$ cat config.mk
export PLATFORM = sky130hd
export DESIGN_NAME = ctsa_queue
export DESIGN_NICKNAME = d
export VERILOG_FILES = /design/src/rtl/ctsa_pkg.sv /design/src/rtl/ctsa_queue.sv
export SDC_FILE = /design/constraint.sdc
export NUM_CORES = 1
export LEC_CHECK = 0
export BUFFER_PORTS_ARGS = -buffer_cell sky130_fd_sc_hd__buf_2
export CORE_MARGIN = 2
export CORE_UTILIZATION = 50
export DETAILED_ROUTE_END_ITERATION = 16
export PLACE_DENSITY_LB_ADDON = 0.1
export SLEW_MARGIN = 15
export SYNTH_ARGS = -nofsm -noshare
export SYNTH_HDL_FRONTEND = slang
export SYNTH_SLANG_ARGS = --single-unit
export TNS_END_PERCENT = 1
$ cat constraint.sdc
create_clock -name clk -period 10.05 [get_ports clk]
set_input_delay 2.01 -clock clk [delete_from_list [all_inputs] [get_ports clk]]
set_output_delay 2.01 -clock clk [all_outputs]
set_load 0.05 [all_outputs]
$ cat src/rtl/ctsa_pkg.sv
// ----------------------------------------------------------------------------
// ctsa_pkg: shared types and constants of the cell tensor scatter-accumulator
// Register indexes, request codes, queue entry and sequencer state types.
// ----------------------------------------------------------------------------
package ctsa_pkg;

	localparam int unsigned NUM_COMP = 9;
	localparam int unsigned CFG_IDX_W = 3;
	localparam int unsigned CFG_DATA_W = 32;

	typedef enum logic [CFG_IDX_W-1:0] {
		REG_CELLS_X = 3'd0,
		REG_CELLS_Y = 3'd1,
		REG_CELLS_Z = 3'd2,
		REG_BOX_X   = 3'd3,
		REG_BOX_Y   = 3'd4,
		REG_BOX_Z   = 3'd5
	} reg_idx_t;

	typedef enum logic {
		REQ_ACCUM = 1'b0,
		REQ_READ  = 1'b1
	} req_type_t;

	// Classified request handed from front to back
	typedef struct packed {
		logic               is_read;
		logic               bad;
		logic [15:0]        cell_num;
		logic signed [31:0] dl_x;
		logic signed [31:0] dl_y;
		logic signed [31:0] dl_z;
		logic signed [17:0] b_x;
		logic signed [17:0] b_y;
		logic signed [17:0] b_z;
	} job_t;

	// Back-end sequencer states
	typedef enum logic [1:0] {
		ST_IDLE,
		ST_ACC,
		ST_READ,
		ST_CLEAR
	} bstate_t;

	// Minimum-image correction of one component
	function automatic logic signed [31:0] image1(input logic signed [31:0] d,
			input logic [31:0] len);
		logic signed [33:0] d2;
		logic signed [33:0] l;
		logic signed [33:0] r;
		begin
			d2 = {{2{d[31]}}, d} <<< 1;
			l  = {2'b00, len};
			r  = {{2{d[31]}}, d};
			if (len != 32'd0) begin
				if (d2 > l) r = r - l;
				else if (d2 < -l) r = r + l;
			end
			image1 = r[31:0];
		end
	endfunction

	// Saturating signed 64-bit add
	function automatic logic signed [63:0] sat_add(input logic signed [63:0] a,
			input logic signed [63:0] b);
		logic signed [64:0] s;
		begin
			s = {a[63], a} + {b[63], b};
			if (s[64] != s[63]) sat_add = s[64] ? {1'b1, 63'd0} : {1'b0, {63{1'b1}}};
			else sat_add = s[63:0];
		end
	endfunction

endpackage

$ cat src/rtl/ctsa_queue.sv
// ----------------------------------------------------------------------------
// ctsa_queue: short FIFO between front and back
// Two-entry queue of classified requests.
// ----------------------------------------------------------------------------
module ctsa_queue (
	input  logic           clk,
	input  logic           arst_n,
	input  logic           in_valid,
	input  ctsa_pkg::job_t in_job,
	output logic           in_ready,
	output logic           out_valid,
	output ctsa_pkg::job_t out_job,
	input  logic           out_ready
);

	ctsa_pkg::job_t mem_q [2];
	logic       wp_q, rp_q;
	logic [1:0] cnt_q;
	logic push, pop;

	assign in_ready  = (cnt_q != 2'd2);
	assign out_valid = (cnt_q != 2'd0);
	assign out_job   = mem_q[rp_q];
	assign push = in_valid && in_ready;
	assign pop  = out_valid && out_ready;

	// Pointers and fill count
	always_ff @(posedge clk or negedge arst_n) begin
		if (!arst_n) begin
			wp_q <= 1'b0;
			rp_q <= 1'b0;
			cnt_q <= 2'd0;
		end else begin
			if (push) wp_q <= ~wp_q;
			if (pop) rp_q <= ~rp_q;
			cnt_q <= cnt_q + 2'(push) - 2'(pop);
		end
	end

	always_ff @(posedge clk) begin
		if (push) mem_q[wp_q] <= in_job;
	end

endmodule

# Yosys cells after proc, flatten, opt, wreduce, memory -nomap -nowiden
# Memory sizes are Yosys's and may differ from the RTL's.
# Cells that the tools add are included.
dict set report totals {
  reg_bits 4
  mem_bits_rw 336
  mem_count 1
}
dict set report op_classes {
  addsub 2
  eq_ne 1
  n_mux 2
  bitwise 2
  reduce_logical 3
}
# name words word_bits rd rd_ports_with_merged_regs wr line
set mem_list {}
lappend mem_list {mem_q 2 168 1 0 1 ctsa_queue.sv:16} ;# ctsa_pkg::job_t mem_q [2];
# operator n
set ops {}
lappend ops {{$add 2x1->2} 1}
lappend ops {{$logic_and 1x1->1} 2}
lappend ops {{$mux 1} 2}
lappend ops {{$ne 2x2->1 const B} 1}
lappend ops {{$not 1->1} 2}
lappend ops {{$reduce_bool 2->1} 1}
lappend ops {{$sub 2x1->2} 1}

# Depth between registers and ports, before layout
# Gate-level depths: netlist of the first run.
dict set report depth {
  word_depth 4
  depth_mapped 7
}

# Worst setup path after synthesis of the first run
# No wires, ideal clock.
dict set report synth_timing {
  path_kind {input -> register}
  from {input port in_valid}
  to {memory mem_q[0][0] (netlist bit), enable pin}
  setup_ps 699
  arrival_time_ps 9100
  slack_ps 251
  stages 2
  n_path_buf 0
  cell_sequence {nand2_1 > nor2_1}
}
dict set report synth_via {
  elab_chain_len 3
}
# element line
set synth_rtl {}
lappend synth_rtl {{from (decl)} ctsa_queue.sv:8} ;# input logic in_valid,
lappend synth_rtl {{$logic_and 1x1->1} ctsa_queue.sv:24} ;# assign push = in_valid && in_ready;
lappend synth_rtl {{$mux 1} ctsa_queue.sv:41} ;# if (push) mem_q[wp_q] <= in_job;
lappend synth_rtl {{$mux 1 (not written as such)} ctsa_queue.sv:41}
lappend synth_rtl {{to (decl)} ctsa_queue.sv:16}
# Every way passes these cells.

==> results of run 1 <==
==> power groups by stage <==
stage | clock network [W] | logic, W | registers [W]
final | 0.00121 | 0.00234 | 0.00208
after global routing | 0.00129 | 0.00244 | 0.00211
after global placement | 0 | 0.00234 | 0.00209
after CTS | 0.00123 | 0.00236 | 0.00208
after detailed placement | 0 | 0.00235 | 0.00211
after floorplan | 0 | 0.00198 | 0.00210
==> registers in the layout, indices dropped and copies added (netlist names) <==
register	cells
cnt_q	2
rp_q	1
wp_q	1
mem_q	336
==> how the worst max path moves through the flow <==
stage	from	to	slack (ns)	cells past startpoint
global route	rp_q	out_job[36]	4.61	4
floorplan	in_valid	mem_q[0][0]	0.25	2
finish	rp_q	out_job[12]	4.75	4
CTS	rp_q	out_job[36]	4.61	3
global placement	rp_q	out_job[36]	5.19	3
detailed placement	rp_q	out_job[36]	5.13	3
==> synthesized netlist by cell type <==
master,instances,area [sq um]
and2_1,1,6.26
and3_1,1,6.26
buf_2,5,25.0
buf_6,14,158
dfrtp_1,4,100
edfxtp_1,336,10100
ha_1,2,25.0
inv_1,1,3.75
mux2_2,67,754
mux2_4,101,1520
nand2_1,1,3.75
nand2b_1,1,6.26
nor2_1,1,3.75
or2_2,1,6.26
xnor2_1,3,26.3
xor2_1,1,8.76
==> placed cells by master, fill, tap and decap left out, types with 3 or more instances in the layout <==
cell type / netlist / routed
mux2_2: 67 / 67
edfxtp_1: 336 / 336
buf_4: 0 / 4
clkinv_1: 0 / 7
xnor2_1: 3 / 3
clkinv_2: 0 / 4
mux2_4: 101 / 101
buf_2: 5 / 341
diode_2: 0 / 8
dfrtp_1: 4 / 3
clkbuf_1: 0 / 10
clkbuf_16: 0 / 37
==> cell type report <==
class	count	share of cell area (%)
repair buffers	347	11.2
multi-input cells	180	15.0
clock buffers	49	6.25
diodes	8	0.126
flip-flops and latches	340	64.3
clock inverters	13	0.528
inverters	1	0.0237
well taps	330	2.60
==> per-stage QoR <==
step,cell area [sq um],setup slack (ns)
global route,15900,4.61
finish,15900,4.75
floorplan,12700,0.251
detailed placement,14700,5.13
CTS,15800,4.61
global placement,14700,5.19
==> metal layers <==
metal	global-route usage, %	wire, um	up-vias
li1	-	-	2900
met1	20.6	9370	3100
met2	30.7	12700	253
met3	5.79	2190	56
met4	7.34	667	4
met5	0	27	-
==> logic make-up after synthesis <==
family | count (synthesis)
buffers and inverters | 20
multiplexers | 168
AND/OR/NAND/NOR | 6
flip-flops | 340
adder cells (fa/ha/maj) | 2
XOR/XNOR | 4
==> reports/metrics.csv, run 1 <==
stage;metric;value;unit
global_routing;grt_pass1_wl;35.9;mm
finish;fillCellCount;1849;
pwr;p_seq_share;36.9;%
critical_path;slowest_stage;dfrtp_4;
pwr;p_clk_share;21.4;%
routing;first_pass_iters;5;
yosys;synth_fp_nets;714;
timing;finalCriticalPeriod;5.31;ns
routing;viasPerCell;4.98;
place;place_inst;1197;
global_routing;grt_antenna_before_repair;10;
timing;fmax;0.189;GHz
place;place.gp.congestion;0.770;
global_routing;grt_use_total;17.8;%
critical_path;cp_num_buf_inv;3;
yosys;ys_ff_latch;340;
clocking;postCtsSetupBuffers;0;
routing;routed_wl;25.0;mm
timing;hold_viol;0;
routing;ant_nets;0;
clocking;postCtsResizedCells;0;
pwr;internal_power;0.00336;W
clocking;clock-sinks;340;
floorplan;io_pins;342;
global_routing;grt_pass1_vias;6656;
critical_path;cp-start-kind;flip-flop;
routing;drt_iter0_drc;370;
yosys;synth-simple-area-share;0.255;%
critical_path;worstSetupPathType;reg -> out;
finish;nets;1080;
critical_path;critPathTopFamily;buffers and inverters;
critical_path;r2r_slack;6.89;ns
yosys;yosysWarnings;0;
timing;holdWs;0.522;ns
pwr;switching_power;0.00227;W
routing;vias;6313;
place;portBuffers;341;
critical_path;timing.rr.start;cnt_q[1];
finish;multi_input_area;2380;sq um
clocking;clock_latency;0.50;ns
critical_path;worst_ep_arrival_time;3.30;ns
timing;relSlewSlack;28.4;%
timing;worst_slew_pin_slew;1.07;ns
yosys;avgSynthCellArea;23.6;sq um
yosys;synth_top_family_by_area;multiplexers;
routing;routedWlPerCell;19.7;um
critical_path;slowest_delay;1.10;ns
pwr;swShare;40.3;%
clocking;cts_root_buf;clkbuf_16;
timing;skew;0.0133;ns
floorplan;num_rows;58;
critical_path;crit_path_max_fanout;60;
critical_path;end_kind;primary output;
pwr;power;0.00562;W
critical_path;r2r_end;mem_q[1][32];
clocking;htree_levels;2;
hold_path;min_from;cnt_q[0];
yosys;synthAdderAreaFrac;0.196;%
finish;final_core_util;63.2;%
yosys;syn_area;12700;sq um
clocking;cts_hold_repair.buffers;0;
yosys;synth_compound_area_share;0;%
finish;drive_above_1_share;60.6;%
floorplan;start_util;50.7;%
critical_path;critical_path_required;8.04;ns
floorplan;die_w;164;um
clocking;clockBufferDepth;3;
critical_path;r2r_cells;4;
global_routing;grt_overflow;0;
yosys;ys_types;16;
floorplan;core_area;25100;sq um
finish;stdcell_count;1268;
yosys;yosysSeqAreaShare;80.0;%
finish;area_growth;24.5;%
place;post-dp-hpwl;16.8;mm
yosys;synth_xor_area_share;0.275;%
critical_path;path_cells;buf_4, buf_16, mux2_2, buf_2;
hold_path;min_to;cnt_q[0];
timing;rsz0062_at_grt;no;
pwr;p_comb_share;41.6;%
global_routing;grt_max_degree;139;
job;max_cap_violations;0;
clocking;cts_tree;built;
clocking;cts.clk_slew.worst_paths;0.06;ns
timing;drv_slew;0;
floorplan;die_area;26800;sq um
timing;setup-violations-final;0;
clocking;cts-buffers-inserted;36;
yosys;syn_inst;540;
finish;regArea;10200;sq um
hold_path;hp-class;reg -> reg;
pwr;p_leak;6.21;nW
yosys;muxShareOfSynthArea;17.8;%
hold_path;worstHoldPathCells;1;
status;status;finished clean;
timing;tns;0;ns
floorplan;die_h;164;um
timing;min_period_over_period;52.8;%
routing;drc_errors;0;
pwr;powerDensity;355;nW/um^2
pwr;peakVddDrop;0.206;mV
Note: power is estimated with default switching activity, not from simulation.
==> inputs of run 2 (changes only) <==
ABC_AREA = 1   (was default)
clock period = 4.95 ns   (was 10.05 ns; I/O delays follow)
==> run 2 against run 1 <==
Effect of this change: synthesized area decreased by 2.0%; synthesized cell count up 68%; largest cell class unchanged; first-iteration DRC count rose by 41%; critical path depth grew 1.
==> reports/metrics.csv, run 2 <==
stage;metric;value;unit
critical_path;critical_path_required;3.96;ns
place;place.gp.congestion;0.777;
finish;area_growth;24.2;%
yosys;synthAdderAreaFrac;0.201;%
floorplan;io_pins;342;
clocking;postCtsResizedCells;0;
clocking;cts-buffers-inserted;36;
critical_path;critPathTopFamily;buffers and inverters;
yosys;synth_compound_area_share;0;%
place;portBuffers;341;
yosys;synth_xor_area_share;0;%
floorplan;start_util;51.2;%
yosys;synthArstFlopShare;1.18;%
finish;layout_common_cells;nand2_1, buf_2, edfxtp_1;
critical_path;path_cells;inv_6, buf_4, nand2_1, nand2_1, buf_2;
global_routing;grt_pass1_wl;38.4;mm
floorplan;die_h;162;um
timing;setup-violations-final;0;
yosys;ys_ff_latch;340;
hold_path;hp-class;in -> async;
finish;largest_reg_flops;336;
routing;routedWlPerCell;16.2;um
critical_path;cpMostUsedCell;nand2_1;
critical_path;crit_path_max_fanout;81;
floorplan;die_w;162;um
critical_path;worstSetupPathType;reg -> out;
timing;hold_viol;0;
global_routing;grt_overflow;0;
global_routing;grt_max_degree;110;
yosys;yosys-top-cells-area;edfxtp_1, nand2_1, buf_6;
yosys;synth_fp_nets;1083;
status;status;finished clean;
critical_path;worst_ep_arrival_time;2.63;ns
yosys;ys_types;11;
timing;relSlewSlack;37.9;%
floorplan;num_rows;57;
global_routing;grt_use_total;19.2;%
clocking;cts_tree;built;
yosys;muxShareOfSynthArea;0;%
clocking;htree_levels;2;
place;post-dp-hpwl;16.3;mm
timing;finalCriticalPeriod;3.62;ns
finish;nets;1433;
routing;first_pass_iters;6;
global_routing;grt_pass1_vias;7429;
yosys;yosysMostFrequentCell;nand2_1;
routing;viasPerCell;4.77;
routing;vias;7708;
finish;largestRegisters;mem_q (336), cnt_q (2);
yosys;yosysTopAreaCell;edfxtp_1;
timing;skew;0.0144;ns
yosys;synth-edff-count;336;
job;max_cap_violations;0;
yosys;synth-simple-area-share;15.7;%
routing;routed_wl;26.2;mm
clocking;clock_latency;0.51;ns
floorplan;die_area;26200;sq um
yosys;yosysWarnings;0;
timing;min_period_over_period;73.2;%
critical_path;slowest_stage;dfrtp_4;
routing;drt_iter0_drc;520;
yosys;synth_top_cell_area_share;80.8;%
global_routing;grt_antenna_before_repair;17;
critical_path;end_kind;primary output;
clocking;cts_root_buf;clkbuf_16;
floorplan;core_area;24400;sq um
critical_path;cp_num_buf_inv;3;
clocking;cts_hold_repair.buffers;0;
critical_path;cp-start-kind;flip-flop;
timing;fmax;0.276;GHz
yosys;synth_ff_type;edfxtp_1;
clocking;cts.clk_slew.worst_paths;0.06;ns
timing;tns;0;ns
yosys;syn_inst;909;
finish;final_common_cell;nand2_1;
yosys;syn_area;12500;sq um
finish;drive_above_1_share;30.8;%
timing;worst_slew_pin_slew;0.931;ns
timing;drv_slew;0;
clocking;clock-sinks;340;
timing;rsz0062_at_grt;no;
yosys;avgSynthCellArea;13.7;sq um
routing;ant_nets;0;
yosys;yosysSeqAreaShare;81.6;%
yosys;netlist_top_cells_count;nand2_1, edfxtp_1, buf_2, buf_6, inv_1;
yosys;synth_top_family_by_area;simple AND/OR/NAND/NOR gates;
finish;top_register;mem_q;
routing;drc_errors;0;
clocking;clockBufferDepth;3;
clocking;postCtsSetupBuffers;0;
critical_path;slowest_delay;0.66;ns
==> run 2: changes by cell type after synthesis, sizes merged, moves of 3 or more <==
cell   delta
xnor2     -3
nand3     +3
nand2   +516
buf      +18
inv       +8
mux2    -168
==> run 2: logic make-up after synthesis <==
family	count (synthesis)
fa+ha+maj	2
simple gates	521
buf+inv	46
flops	340
==> run 2: worst register-to-register path: stages (launching register included) <==
cell and delay, ns:
dfrtp_1 0.39, nand2_1 0.12, nand3_1 0.17, inv_6 0.71
buf_4 0.49
==> run 2: area by class of cell <==
cell class	instances	area (sq um)
clock inverter	7	38.8
sequential	340	10200
antenna	13	32.5
timing repair buffer	349	1820
multi-input combinational	523	1990
tap	324	405
clock buffer	52	982
fill	1984	8890
inverter	9	43.8
==> run 2: worst paths after layout <==
check | start | end | slack, ns | depth (start not counted)
worst min-delay path | arst_n | cnt_q[1] | 0.29 | 1
min in group clk | wp_q | wp_q | 0.47 | 2
worst max register to register | cnt_q[1] | mem_q[0][102] | 2.73 | 4
max in group asynchronous | arst_n | rp_q | 4.51 | 1
worst max-delay path | rp_q | out_job[128] | 1.33 | 5
worst min register to register | wp_q | wp_q | 0.47 | 2
==> run 2: layer usage <==
layer	GRT usage [%]	vias up	routed length (um)
li1	-	3776	-
met1	22.5	3556	9790
met2	31.3	298	12600
met3	7.79	72	2620
met4	8.85	6	1110
met5	0	-	28
==> run 2: per-stage QoR <==
| stage | hold slack (ns) | setup WS [ns] | std cells | instance area [sq um] | util, % |
|---|---|---|---|---|---|
| 2_1_floorplan | 0.442 | 0.0865 | 909 | 12500 | - |
| 3_3_place_gp | 0.456 | 1.80 | 1545 | 14500 | 59.2 |
| 3_5_place_dp | 0.459 | 1.81 | 1545 | 14500 | 59.2 |
| 4_1_cts | 0.273 | 1.27 | 1604 | 15500 | 63.4 |
| 5_1_grt | 0.284 | 1.16 | 1613 | 15500 | 63.5 |
| 6_report | 0.288 | 1.33 | 1617 | 15500 | 63.6 |
Power of run 2 is left out: the tool's default activity adds up to more than one toggle a clock period on the data nets, which glitch-free logic cannot reach.
