$ cat src/rtl/ctsa_pkg.sv
// ----------------------------------------------------------------------------
// ctsa_pkg: shared types and constants of the cell tensor scatter-accumulator
// Register indexes, request codes, queue entry and sequencer state types.
// ----------------------------------------------------------------------------
package ctsa_pkg;

	localparam int unsigned NUM_COMP = 9;
	localparam int unsigned CFG_IDX_W = 3;
	localparam int unsigned CFG_DATA_W = 32;

	typedef enum logic [CFG_IDX_W-1:0] {
		REG_CELLS_X = 3'd0,
		REG_CELLS_Y = 3'd1,
		REG_CELLS_Z = 3'd2,
		REG_BOX_X   = 3'd3,
		REG_BOX_Y   = 3'd4,
		REG_BOX_Z   = 3'd5
	} reg_idx_t;

	typedef enum logic {
		REQ_ACCUM = 1'b0,
		REQ_READ  = 1'b1
	} req_type_t;

	// Classified request handed from front to back
	typedef struct packed {
		logic               is_read;
		logic               bad;
		logic [15:0]        cell_num;
		logic signed [31:0] dl_x;
		logic signed [31:0] dl_y;
		logic signed [31:0] dl_z;
		logic signed [17:0] b_x;
		logic signed [17:0] b_y;
		logic signed [17:0] b_z;
	} job_t;

	// Back-end sequencer states
	typedef enum logic [1:0] {
		ST_IDLE,
		ST_ACC,
		ST_READ,
		ST_CLEAR
	} bstate_t;

	// Minimum-image correction of one component
	function automatic logic signed [31:0] image1(input logic signed [31:0] d,
			input logic [31:0] len);
		logic signed [33:0] d2;
		logic signed [33:0] l;
		logic signed [33:0] r;
		begin
			d2 = {{2{d[31]}}, d} <<< 1;
			l  = {2'b00, len};
			r  = {{2{d[31]}}, d};
			if (len != 32'd0) begin
				if (d2 > l) r = r - l;
				else if (d2 < -l) r = r + l;
			end
			image1 = r[31:0];
		end
	endfunction

	// Saturating signed 64-bit add
	function automatic logic signed [63:0] sat_add(input logic signed [63:0] a,
			input logic signed [63:0] b);
		logic signed [64:0] s;
		begin
			s = {a[63], a} + {b[63], b};
			if (s[64] != s[63]) sat_add = s[64] ? {1'b1, 63'd0} : {1'b0, {63{1'b1}}};
			else sat_add = s[63:0];
		end
	endfunction

endpackage

$ cat src/rtl/ctsa_if.sv
// ----------------------------------------------------------------------------
// ctsa_req_if / ctsa_rsp_if: valid/ready channels of the accumulator
// Request channel carries a segment or readout request; reply carries one entry.
// ----------------------------------------------------------------------------
interface ctsa_req_if;
	logic               valid;
	logic               ready;
	logic               req_type;
	logic [3:0]         cell_x;
	logic [3:0]         cell_y;
	logic [3:0]         cell_z;
	logic signed [31:0] delta_x;
	logic signed [31:0] delta_y;
	logic signed [31:0] delta_z;
	logic signed [17:0] burg_x;
	logic signed [17:0] burg_y;
	logic signed [17:0] burg_z;
	modport source (output valid, req_type, cell_x, cell_y, cell_z, delta_x, delta_y,
		delta_z, burg_x, burg_y, burg_z, input ready);
	modport sink (input valid, req_type, cell_x, cell_y, cell_z, delta_x, delta_y,
		delta_z, burg_x, burg_y, burg_z, output ready);
endinterface


$ cat src/rtl/ctsa_front.sv
// ----------------------------------------------------------------------------
// ctsa_front: request intake and classification
// Checks the cell against the grid, forms the cell number, images the vector.
// ----------------------------------------------------------------------------
module ctsa_front #(
	parameter int unsigned MAX_CELLS = 4096,
	parameter int unsigned DIM_MAX   = 16
) (
	input  logic               clk,
	input  logic               arst_n,
	ctsa_req_if.sink           req,
	input  logic [4:0]         cells_x,
	input  logic [4:0]         cells_y,
	input  logic [4:0]         cells_z,
	input  logic [31:0]        box_x,
	input  logic [31:0]        box_y,
	input  logic [31:0]        box_z,
	output logic               job_valid,
	output ctsa_pkg::job_t     job,
	input  logic               job_ready
);

	logic [4:0] nx, ny, nz;
	logic [4:0] dmax;
	logic [9:0] nzy;
	logic [16:0] cell_full;
	logic bad_idx;
	logic bad;
	ctsa_pkg::job_t job_d;
	logic valid_s1;
	ctsa_pkg::job_t job_s1;

	// counts never exceed 31, so a larger grid limit acts as 31
	assign dmax = 5'((DIM_MAX > 31) ? 31 : DIM_MAX);
	assign nx = (cells_x > dmax) ? dmax : cells_x;
	assign ny = (cells_y > dmax) ? dmax : cells_y;
	assign nz = (cells_z > dmax) ? dmax : cells_z;

	// Grid check and linear cell number (narrow products)
	always_comb begin
		nzy = 10'(nz) * 10'(ny);
		cell_full = 17'(req.cell_z) + 17'(nz) * 17'(req.cell_y)
			+ 17'(nzy) * 17'(req.cell_x);
		bad_idx = ({1'b0, req.cell_x} >= nx) || ({1'b0, req.cell_y} >= ny)
			|| ({1'b0, req.cell_z} >= nz);
		bad = bad_idx || (cell_full >= 17'(MAX_CELLS));
		job_d.is_read  = (req.req_type == ctsa_pkg::REQ_READ);
		job_d.bad      = bad;
		job_d.cell_num = bad ? 16'd0 : cell_full[15:0];
		job_d.dl_x     = ctsa_pkg::image1(req.delta_x, box_x);
		job_d.dl_y     = ctsa_pkg::image1(req.delta_y, box_y);
		job_d.dl_z     = ctsa_pkg::image1(req.delta_z, box_z);
		job_d.b_x      = req.burg_x;
		job_d.b_y      = req.burg_y;
		job_d.b_z      = req.burg_z;
	end

	assign req.ready = !valid_s1 || job_ready;

	// Output register of the front
	always_ff @(posedge clk or negedge arst_n) begin
		if (!arst_n) valid_s1 <= 1'b0;
		else if (req.ready) valid_s1 <= req.valid;
	end

	always_ff @(posedge clk) begin
		if (req.ready && req.valid) job_s1 <= job_d;
	end

	assign job_valid = valid_s1;
	assign job = job_s1;

endmodule

$ cat src/flat_wrapper.sv
// flat-port wrapper written by rule: the top's interface ports become plain ports
module ctsa_front_flat 
#(
	parameter int unsigned MAX_CELLS = 4096,
	parameter int unsigned DIM_MAX   = 16
)
  (clk, arst_n, cells_x, cells_y, cells_z, box_x, box_y, box_z, job_valid, job, job_ready, req_valid, req_req_type, req_cell_x, req_cell_y, req_cell_z, req_delta_x, req_delta_y, req_delta_z, req_burg_x, req_burg_y, req_burg_z, req_ready);
  ctsa_req_if req_i ();
  input  logic clk;
  input  logic arst_n;
  input  logic [4:0] cells_x;
  input  logic [4:0] cells_y;
  input  logic [4:0] cells_z;
  input  logic [31:0] box_x;
  input  logic [31:0] box_y;
  input  logic [31:0] box_z;
  output logic job_valid;
  output ctsa_pkg::job_t job;
  input  logic job_ready;
  input wire logic [$bits(req_i.valid)-1:0] req_valid;
  input wire logic [$bits(req_i.req_type)-1:0] req_req_type;
  input wire logic [$bits(req_i.cell_x)-1:0] req_cell_x;
  input wire logic [$bits(req_i.cell_y)-1:0] req_cell_y;
  input wire logic [$bits(req_i.cell_z)-1:0] req_cell_z;
  input wire logic [$bits(req_i.delta_x)-1:0] req_delta_x;
  input wire logic [$bits(req_i.delta_y)-1:0] req_delta_y;
  input wire logic [$bits(req_i.delta_z)-1:0] req_delta_z;
  input wire logic [$bits(req_i.burg_x)-1:0] req_burg_x;
  input wire logic [$bits(req_i.burg_y)-1:0] req_burg_y;
  input wire logic [$bits(req_i.burg_z)-1:0] req_burg_z;
  output wire logic [$bits(req_i.ready)-1:0] req_ready;
  assign req_i.valid = req_valid;
  assign req_i.req_type = req_req_type;
  assign req_i.cell_x = req_cell_x;
  assign req_i.cell_y = req_cell_y;
  assign req_i.cell_z = req_cell_z;
  assign req_i.delta_x = req_delta_x;
  assign req_i.delta_y = req_delta_y;
  assign req_i.delta_z = req_delta_z;
  assign req_i.burg_x = req_burg_x;
  assign req_i.burg_y = req_burg_y;
  assign req_i.burg_z = req_burg_z;
  assign req_ready = req_i.ready;
  ctsa_front #(.MAX_CELLS(MAX_CELLS), .DIM_MAX(DIM_MAX)) u_core (.clk(clk), .arst_n(arst_n), .req(req_i), .cells_x(cells_x), .cells_y(cells_y), .cells_z(cells_z), .box_x(box_x), .box_y(box_y), .box_z(box_z), .job_valid(job_valid), .job(job), .job_ready(job_ready));
endmodule
$ cat config.mk
export PLATFORM = sky130hd
export DESIGN_NAME = ctsa_front_flat
export DESIGN_NICKNAME = d
export VERILOG_FILES = /design/src/rtl/ctsa_pkg.sv /design/src/rtl/ctsa_if.sv /design/src/rtl/ctsa_front.sv /design/src/flat_wrapper.sv
export SDC_FILE = /design/constraint.sdc
export NUM_CORES = 1
export LEC_CHECK = 0
export ABC_AREA = 0
export BUFFER_PORTS_ARGS = -buffer_cell sky130_fd_sc_hd__buf_2
export CORE_UTILIZATION = 46
export DETAILED_ROUTE_END_ITERATION = 7
export PLACE_DENSITY = 0.75
export SYNTH_ARGS = -nofsm -noshare
export SYNTH_HDL_FRONTEND = slang
export SYNTH_SLANG_ARGS = --single-unit
$ cat constraint.sdc
create_clock -name clk -period 8.46 [get_ports clk]
set_clock_uncertainty 0.05 [all_clocks]
set_input_delay 0.423 -clock clk [delete_from_list [all_inputs] [get_ports clk]]
set_output_delay 0.423 -clock clk [all_outputs]
set_load 0.03 [all_outputs]
---- Word-level counts from Yosys, hierarchy flattened ----
Cells that the tools add are included.
word-level totals
  logic and storage cells ................. 58
  register bits after elaboration ......... 169
cells by class
  multiply operators ...................... 3
  order comparisons ....................... 13
  add/sub/neg operators ................... 11
  mux-type cells .......................... 12
  reductions and logical operators ........ 9
operators with widths
  operator                                                                                count
  32-bit 2-to-1 mux                                                                       9
  33-bit by 34-bit < comparator with 1-bit output                                         3
  32-bit negation with 34-bit output                                                      3
  33-bit > comparator                                                                     3
  32-bit adder                                                                            3
  32-bit nonzero test                                                                     3
  32-bit subtractor                                                                       3
  17-bit by 14-bit adder with 17-bit output                                               1
  17-bit by 13-bit greater-or-equal comparator with 1-bit output (second input constant)  1
  4-bit by 5-bit greater-or-equal comparator with 1-bit output                            3
  5-bit > comparator (second input constant)                                              3
  5-bit 2-to-1 mux                                                                        3
  10-bit by 4-bit multiplier with 14-bit output                                           1
  4-bit by 9-bit adder with 10-bit output                                                 1
  5-bit by 5-bit multiplier with 10-bit output                                            1
  5-bit by 4-bit multiplier with 9-bit output                                             1
  1-bit logical OR                                                                        4
  1-bit logical AND                                                                       1
  1-bit zero test                                                                         1

---- Logic depth before layout (Yosys ltp) ----
  depth after elaboration ................. 7
  gate-level depth with buffers ........... 30
  mapped depth without buffers ............ 28

---- Worst setup path after synthesis ----
Ideal clock, no wire load.
  path type ............................... in2reg
  start ................................... in cells_z[4]
  end ..................................... reg u_core.job_s1 (netlist bit u_core.job[166]) (data pin)
  data arrival time ....................... 7088 ps
  path slack .............................. 1028 ps
  setup time .............................. 294 ps
  stages on the path ...................... 27
  buffers on the path ..................... 2
  required time ........................... 8116 ps
  cells stage by stage .................... clkbuf_1 -> nor2b_1 -> inv_1 -> or2_2 -> fa_1 -> fa_1 -> fa_1 -> inv_1 -> ha_1 -> a21oi_1 -> o21bai_1 -> a21oi_1 -> xnor2_1 -> and2_1 -> fa_1 -> fa_1 -> inv_1 -> fa_1 -> inv_1 -> ha_1 -> a21oi_1 -> o21ai_0 -> a2111oi_0 -> nor3_1 -> o31ai_1 -> o2111ai_1 -> clkbuf_1
between the ends
  cells in the longest elaborated chain, start to end .. 7
  elaborated cells on any way between the ends .. 11
  classes of those cells .................. add/sub (2); mul (3); order compare (3); mux (1); reduce/logical (2)
ends and longest elaborated chain
  what                                                                                                                line                                text
  start, declared                                                                                                     flat_wrapper.sv:13                  input logic [4:0] cells_z;
  5-bit > comparator                                                                                                  ctsa_front.sv:37                    assign nz = (cells_z > dmax) ? dmax : cells_z;
  5-bit 2-to-1 mux (*)                                                                                                ctsa_front.sv:37
  5-bit by 5-bit multiplier with 10-bit output / 5-bit by 4-bit multiplier with 9-bit output (equally long branches)  ctsa_front.sv:41, ctsa_front.sv:42
  10-bit by 4-bit multiplier with 14-bit output / 4-bit by 9-bit adder with 10-bit output (equally long branches)     ctsa_front.sv:43, ctsa_front.sv:42
  17-bit by 14-bit adder with 17-bit output                                                                           ctsa_front.sv:43                    + 17'(nzy) * 17'(req.cell_x);
  17-bit by 13-bit greater-or-equal comparator with 1-bit output                                                      ctsa_front.sv:46                    bad = bad_idx || (cell_full >= 17'(MAX_CELLS));
  1-bit logical OR (*)                                                                                                ctsa_front.sv:46
  net u_core.bad                                                                                                      ctsa_front.sv:28                    logic bad;
  end signal, assigned                                                                                                ctsa_front.sv:67                    if (req.ready && req.valid) job_s1 <= job_d;
  end, declared                                                                                                       ctsa_front.sv:31                    ctsa_pkg::job_t job_s1;
Mark *: on every way through the listed nets, which the timed path passes. The rest lies on a longest branch.
A chain may end at the register's enable or synchronous reset.

---- Worst setup path in the final report ----
  start ................................... in cells_z[4]
  end ..................................... reg u_core.job_s1 (netlist bit u_core.job[158]) (data pin)
between the ends
  cells in the longest elaborated chain, start to end .. 7
  elaborated cells on any way between the ends .. 11
  classes of those cells .................. add/sub (2); mul (3); order compare (3); mux (1); reduce/logical (2)
ends and longest elaborated chain
  what                                                                                                                line
  5-bit > comparator                                                                                                  ctsa_front.sv:37
  5-bit 2-to-1 mux (*)                                                                                                ctsa_front.sv:37
  5-bit by 5-bit multiplier with 10-bit output / 5-bit by 4-bit multiplier with 9-bit output (equally long branches)  ctsa_front.sv:41, ctsa_front.sv:42
  10-bit by 4-bit multiplier with 14-bit output / 4-bit by 9-bit adder with 10-bit output (equally long branches)     ctsa_front.sv:43, ctsa_front.sv:42
  17-bit by 14-bit adder with 17-bit output                                                                           ctsa_front.sv:43
  17-bit by 13-bit greater-or-equal comparator with 1-bit output                                                      ctsa_front.sv:46
  1-bit logical OR                                                                                                    ctsa_front.sv:46
Every way passes the cells marked *; elsewhere a longest branch is shown, timed or not.

==> impl_metrics.json <==
{
  "gp_congestion": 0.973,
  "yosysWarnings": 0,
  "slew_violations": 0,
  "ys_ff_latch": 168,
  "drcViolationCount": 0,
  "endpoint_kind": "flip-flop",
  "synth_top_flop_cell": "edfxtp_1",
  "hpwlAfterDp_um": 63600,
  "worst_path_largest_cell_delay_ns": 0.54,
  "cp.required_ns": 8.71,
  "vias": 24900,
  "cts_tree": "yes",
  "max_freq_mhz": 131,
  "cts_made_buffers": 17,
  "slew_headroom_pct": 22.5,
  "grt_max_degree": 63,
  "swShare_pct": 43.7,
  "start_util_pct": 46.6,
  "yosysMostFrequentCell": "ha_1",
  "power_frac_clock_pct": 21.8,
  "wl_um": 79100,
  "path_max_fanout": 13,
  "coreArea_mm2": 0.0538,
  "synth_common_cells": "451 x ha_1, 294 x inv_1, 291 x a21oi_1, 266 x nor2_1, 176 x nand2_1",
  "clkSinkCount": 168,
  "yosys.area.top_type": "ha_1",
  "via_per_inst": 6.01,
  "htreeDepth": 4,
  "critical_path_class": "primary input to flip-flop",
  "antenna_found_initial": 17,
  "crit_path_start_kind": "primary input",
  "grt_pass1_vias": 23500,
  "p_leak_uw": 0.0135,
  "grt_pass1_wl_um": 125000,
  "period_share_pct": 90.4,
  "max_cap_violations": 0,
  "die_w_um": 235,
  "synth_edf_count": 167,
  "final_util_pct": 53.0,
  "syn_to_final_growth_pct": 13.9,
  "post_cts_buffers": 0,
  "grt-ovfl-total": 0,
  "cts_root_buf": "clkbuf_16",
  "internal_power_uw": 2100,
  "clkTransAtPathRegs_ns": 0.09,
  "synth_cells": 3028,
  "rsz0062_at_grt": "no",
  "yosysTopAreaCellShare_pct": 22.5,
  "clk_latency_ns": 0.48,
  "period_minus_slack_ns": 7.65,
  "drt_pass1_iterations": 6,
  "power.switching_uw": 1630,
  "seq_power_share_pct": 28.1,
  "register_area_mm2": 0.00504,
  "crit_slowest_cell": "fa_1",
  "hp-class": "primary input to flip-flop",
  "vdd_ir_drop_max_mv": 0.156,
  "critPathArrivalTime_ns": 7.91,
  "multi_input_area_mm2": 0.0185,
  "syn_area_per_cell_um2": 8.28,
  "num_rows": 85,
  "crit_top_cell": "fa_1",
  "nNetsFinal": 4194,
  "hold_viol": 0,
  "setup_violations": 0,
  "wire_per_inst_um": 19.1,
  "outcome": "finished clean",
  "worst_slew_pin_slew_ns": 1.16,
  "async_flop_share_pct": 0.595,
  "ant_nets": 0,
  "fin_tns_setup_ns": 0,
  "ys_seq_area_share_pct": 20.1,
  "synth_cell_type_count": 81,
  "ios": 448,
  "cts_buffer_depth": 2,
  "drive_gt1_share_pct": 16.0,
  "fp.dieArea_mm2": 0.0554,
  "power_frac_comb_pct": 50.1,
  "power_density_mw_per_mm2": 131,
  "netlist_top_cells_area": "ha_1 23%, edfxtp_1 20%, a21oi_1 5.8%, inv_1 4.4%, nor2_1 4.0%",
  "syn-cell-area_mm2": 0.0251,
  "drt_iter0_drc": 2111,
  "grt_usage_pct": 27.8,
  "dieHeight_um": 235,
  "io_buffer_count": 446,
  "fillerInstances": 5103
}
## final timing paths
kind | start | to | slack (ns) | depth (start not counted)
setup / recovery | cells_z[4] | u_core.job[158]$_SDFFCE_PP0P_ | 0.81 | 27
hold reg to reg | u_core.job_valid$_DFFE_PN0N_ | u_core.job_valid$_DFFE_PN0N_ | 0.49 | 2
hold / removal | req_req_type | u_core.job[167]$_DFFE_PP_ | 0.05 | 1
min in group asynchronous | arst_n | u_core.job_valid$_DFFE_PN0N_ | 0.20 | 2
setup reg to reg | u_core.job_valid$_DFFE_PN0N_ | u_core.job[111]$_DFFE_PP_ | 5.36 | 4
max in group asynchronous | arst_n | u_core.job_valid$_DFFE_PN0N_ | 8.08 | 2
## logic make-up (layout without fill, tap and decap cells)
logic type | Yosys count | in the layout | synth area share (%)
compound gates | 988 | 988 | 26.3
xor+xnor | 111 | 111 | 3.88
fa+ha+maj | 500 | 500 | 26.4
buf+inv | 396 | 794 | 6.13
flops | 168 | 168 | 20.1
mux | 4 | 4 | 0.160
other cells | 1 | 16 | 0.0150
simple gates | 860 | 860 | 17.0
## power groups by stage
stage               registers (uW)  clock network (uW)  logic [uW]
global route                  1060                 871        2060
global placement              1070                   0        1810
detailed placement            1070                   0        1830
finish                        1050                 817        1870
CTS                           1050                 842        1850
floorplan                     1230                   0        1140
## timing repair
item / CTS / global route
setup endpoints to repair: 0 / 1
gates resized for setup: 0 / 1
hold buffers: 1 / 0
hold endpoints to repair: 1 / 0
## registers in the layout (all words and copies together), names as in the netlist
register,cells
u_core.job,167
u_core.job_valid,1
## cell usage in the layout, fill, tap and decap left out, drive strengths merged, types with 58 or more instances in the layout
cell	synthesis	routed
nor2	267	267
buf	17	465
nand2	176	176
o21ai	141	141
nor3	70	70
xnor2	101	101
edfxtp	167	167
nand3	60	60
a21oi	291	291
inv	296	303
ha	451	451
a21o	100	100
nand2b	58	58
## critical path: cells and delay by family
kind                       cells  cell delay, ns
adders and majority gates      8            3.73
xor gates and xnor gates       1            0.21
AOI/OAI and AO/OA              8            1.78
buffers and inverters          5            0.48
and+or+nand+nor                5            1.28
## routing by layer
| layer | GRT usage (%) | wire length, um |
|---|---|---|
| met5 | 0 | 64 |
| met4 | 10.9 | 2530 |
| met3 | 4.28 | 5880 |
| met2 | 45.8 | 36500 |
| met1 | 36.4 | 34100 |
## metrics by stage
stage               total power (uW)  setup WS (ns)  cell area (um^2)  hold slack [ns]  cells
floorplan                       2360           1.03             25100           0.0774   3031
global placement                2880          0.451             27900            0.147   4092
detailed placement              2900          0.137             27900            0.149   4092
CTS                             3740          0.674             28500           0.0183   4125
global route                    3980          0.164             28500           0.0308   4134
finish                          3740          0.809             28500           0.0522   4137
## layout make-up
cell class / count / share of cell area (%)
repair buffers: 466 / 8.35
flip-flops and latches: 168 / 17.7
clock inverters: 15 / 0.561
inverters: 296 / 3.89
clock buffers: 17 / 1.49
well taps: 696 / 3.05
multi-input cells: 2467 / 64.9
diodes: 12 / 0.105
(Power assumes the default switching activity.)
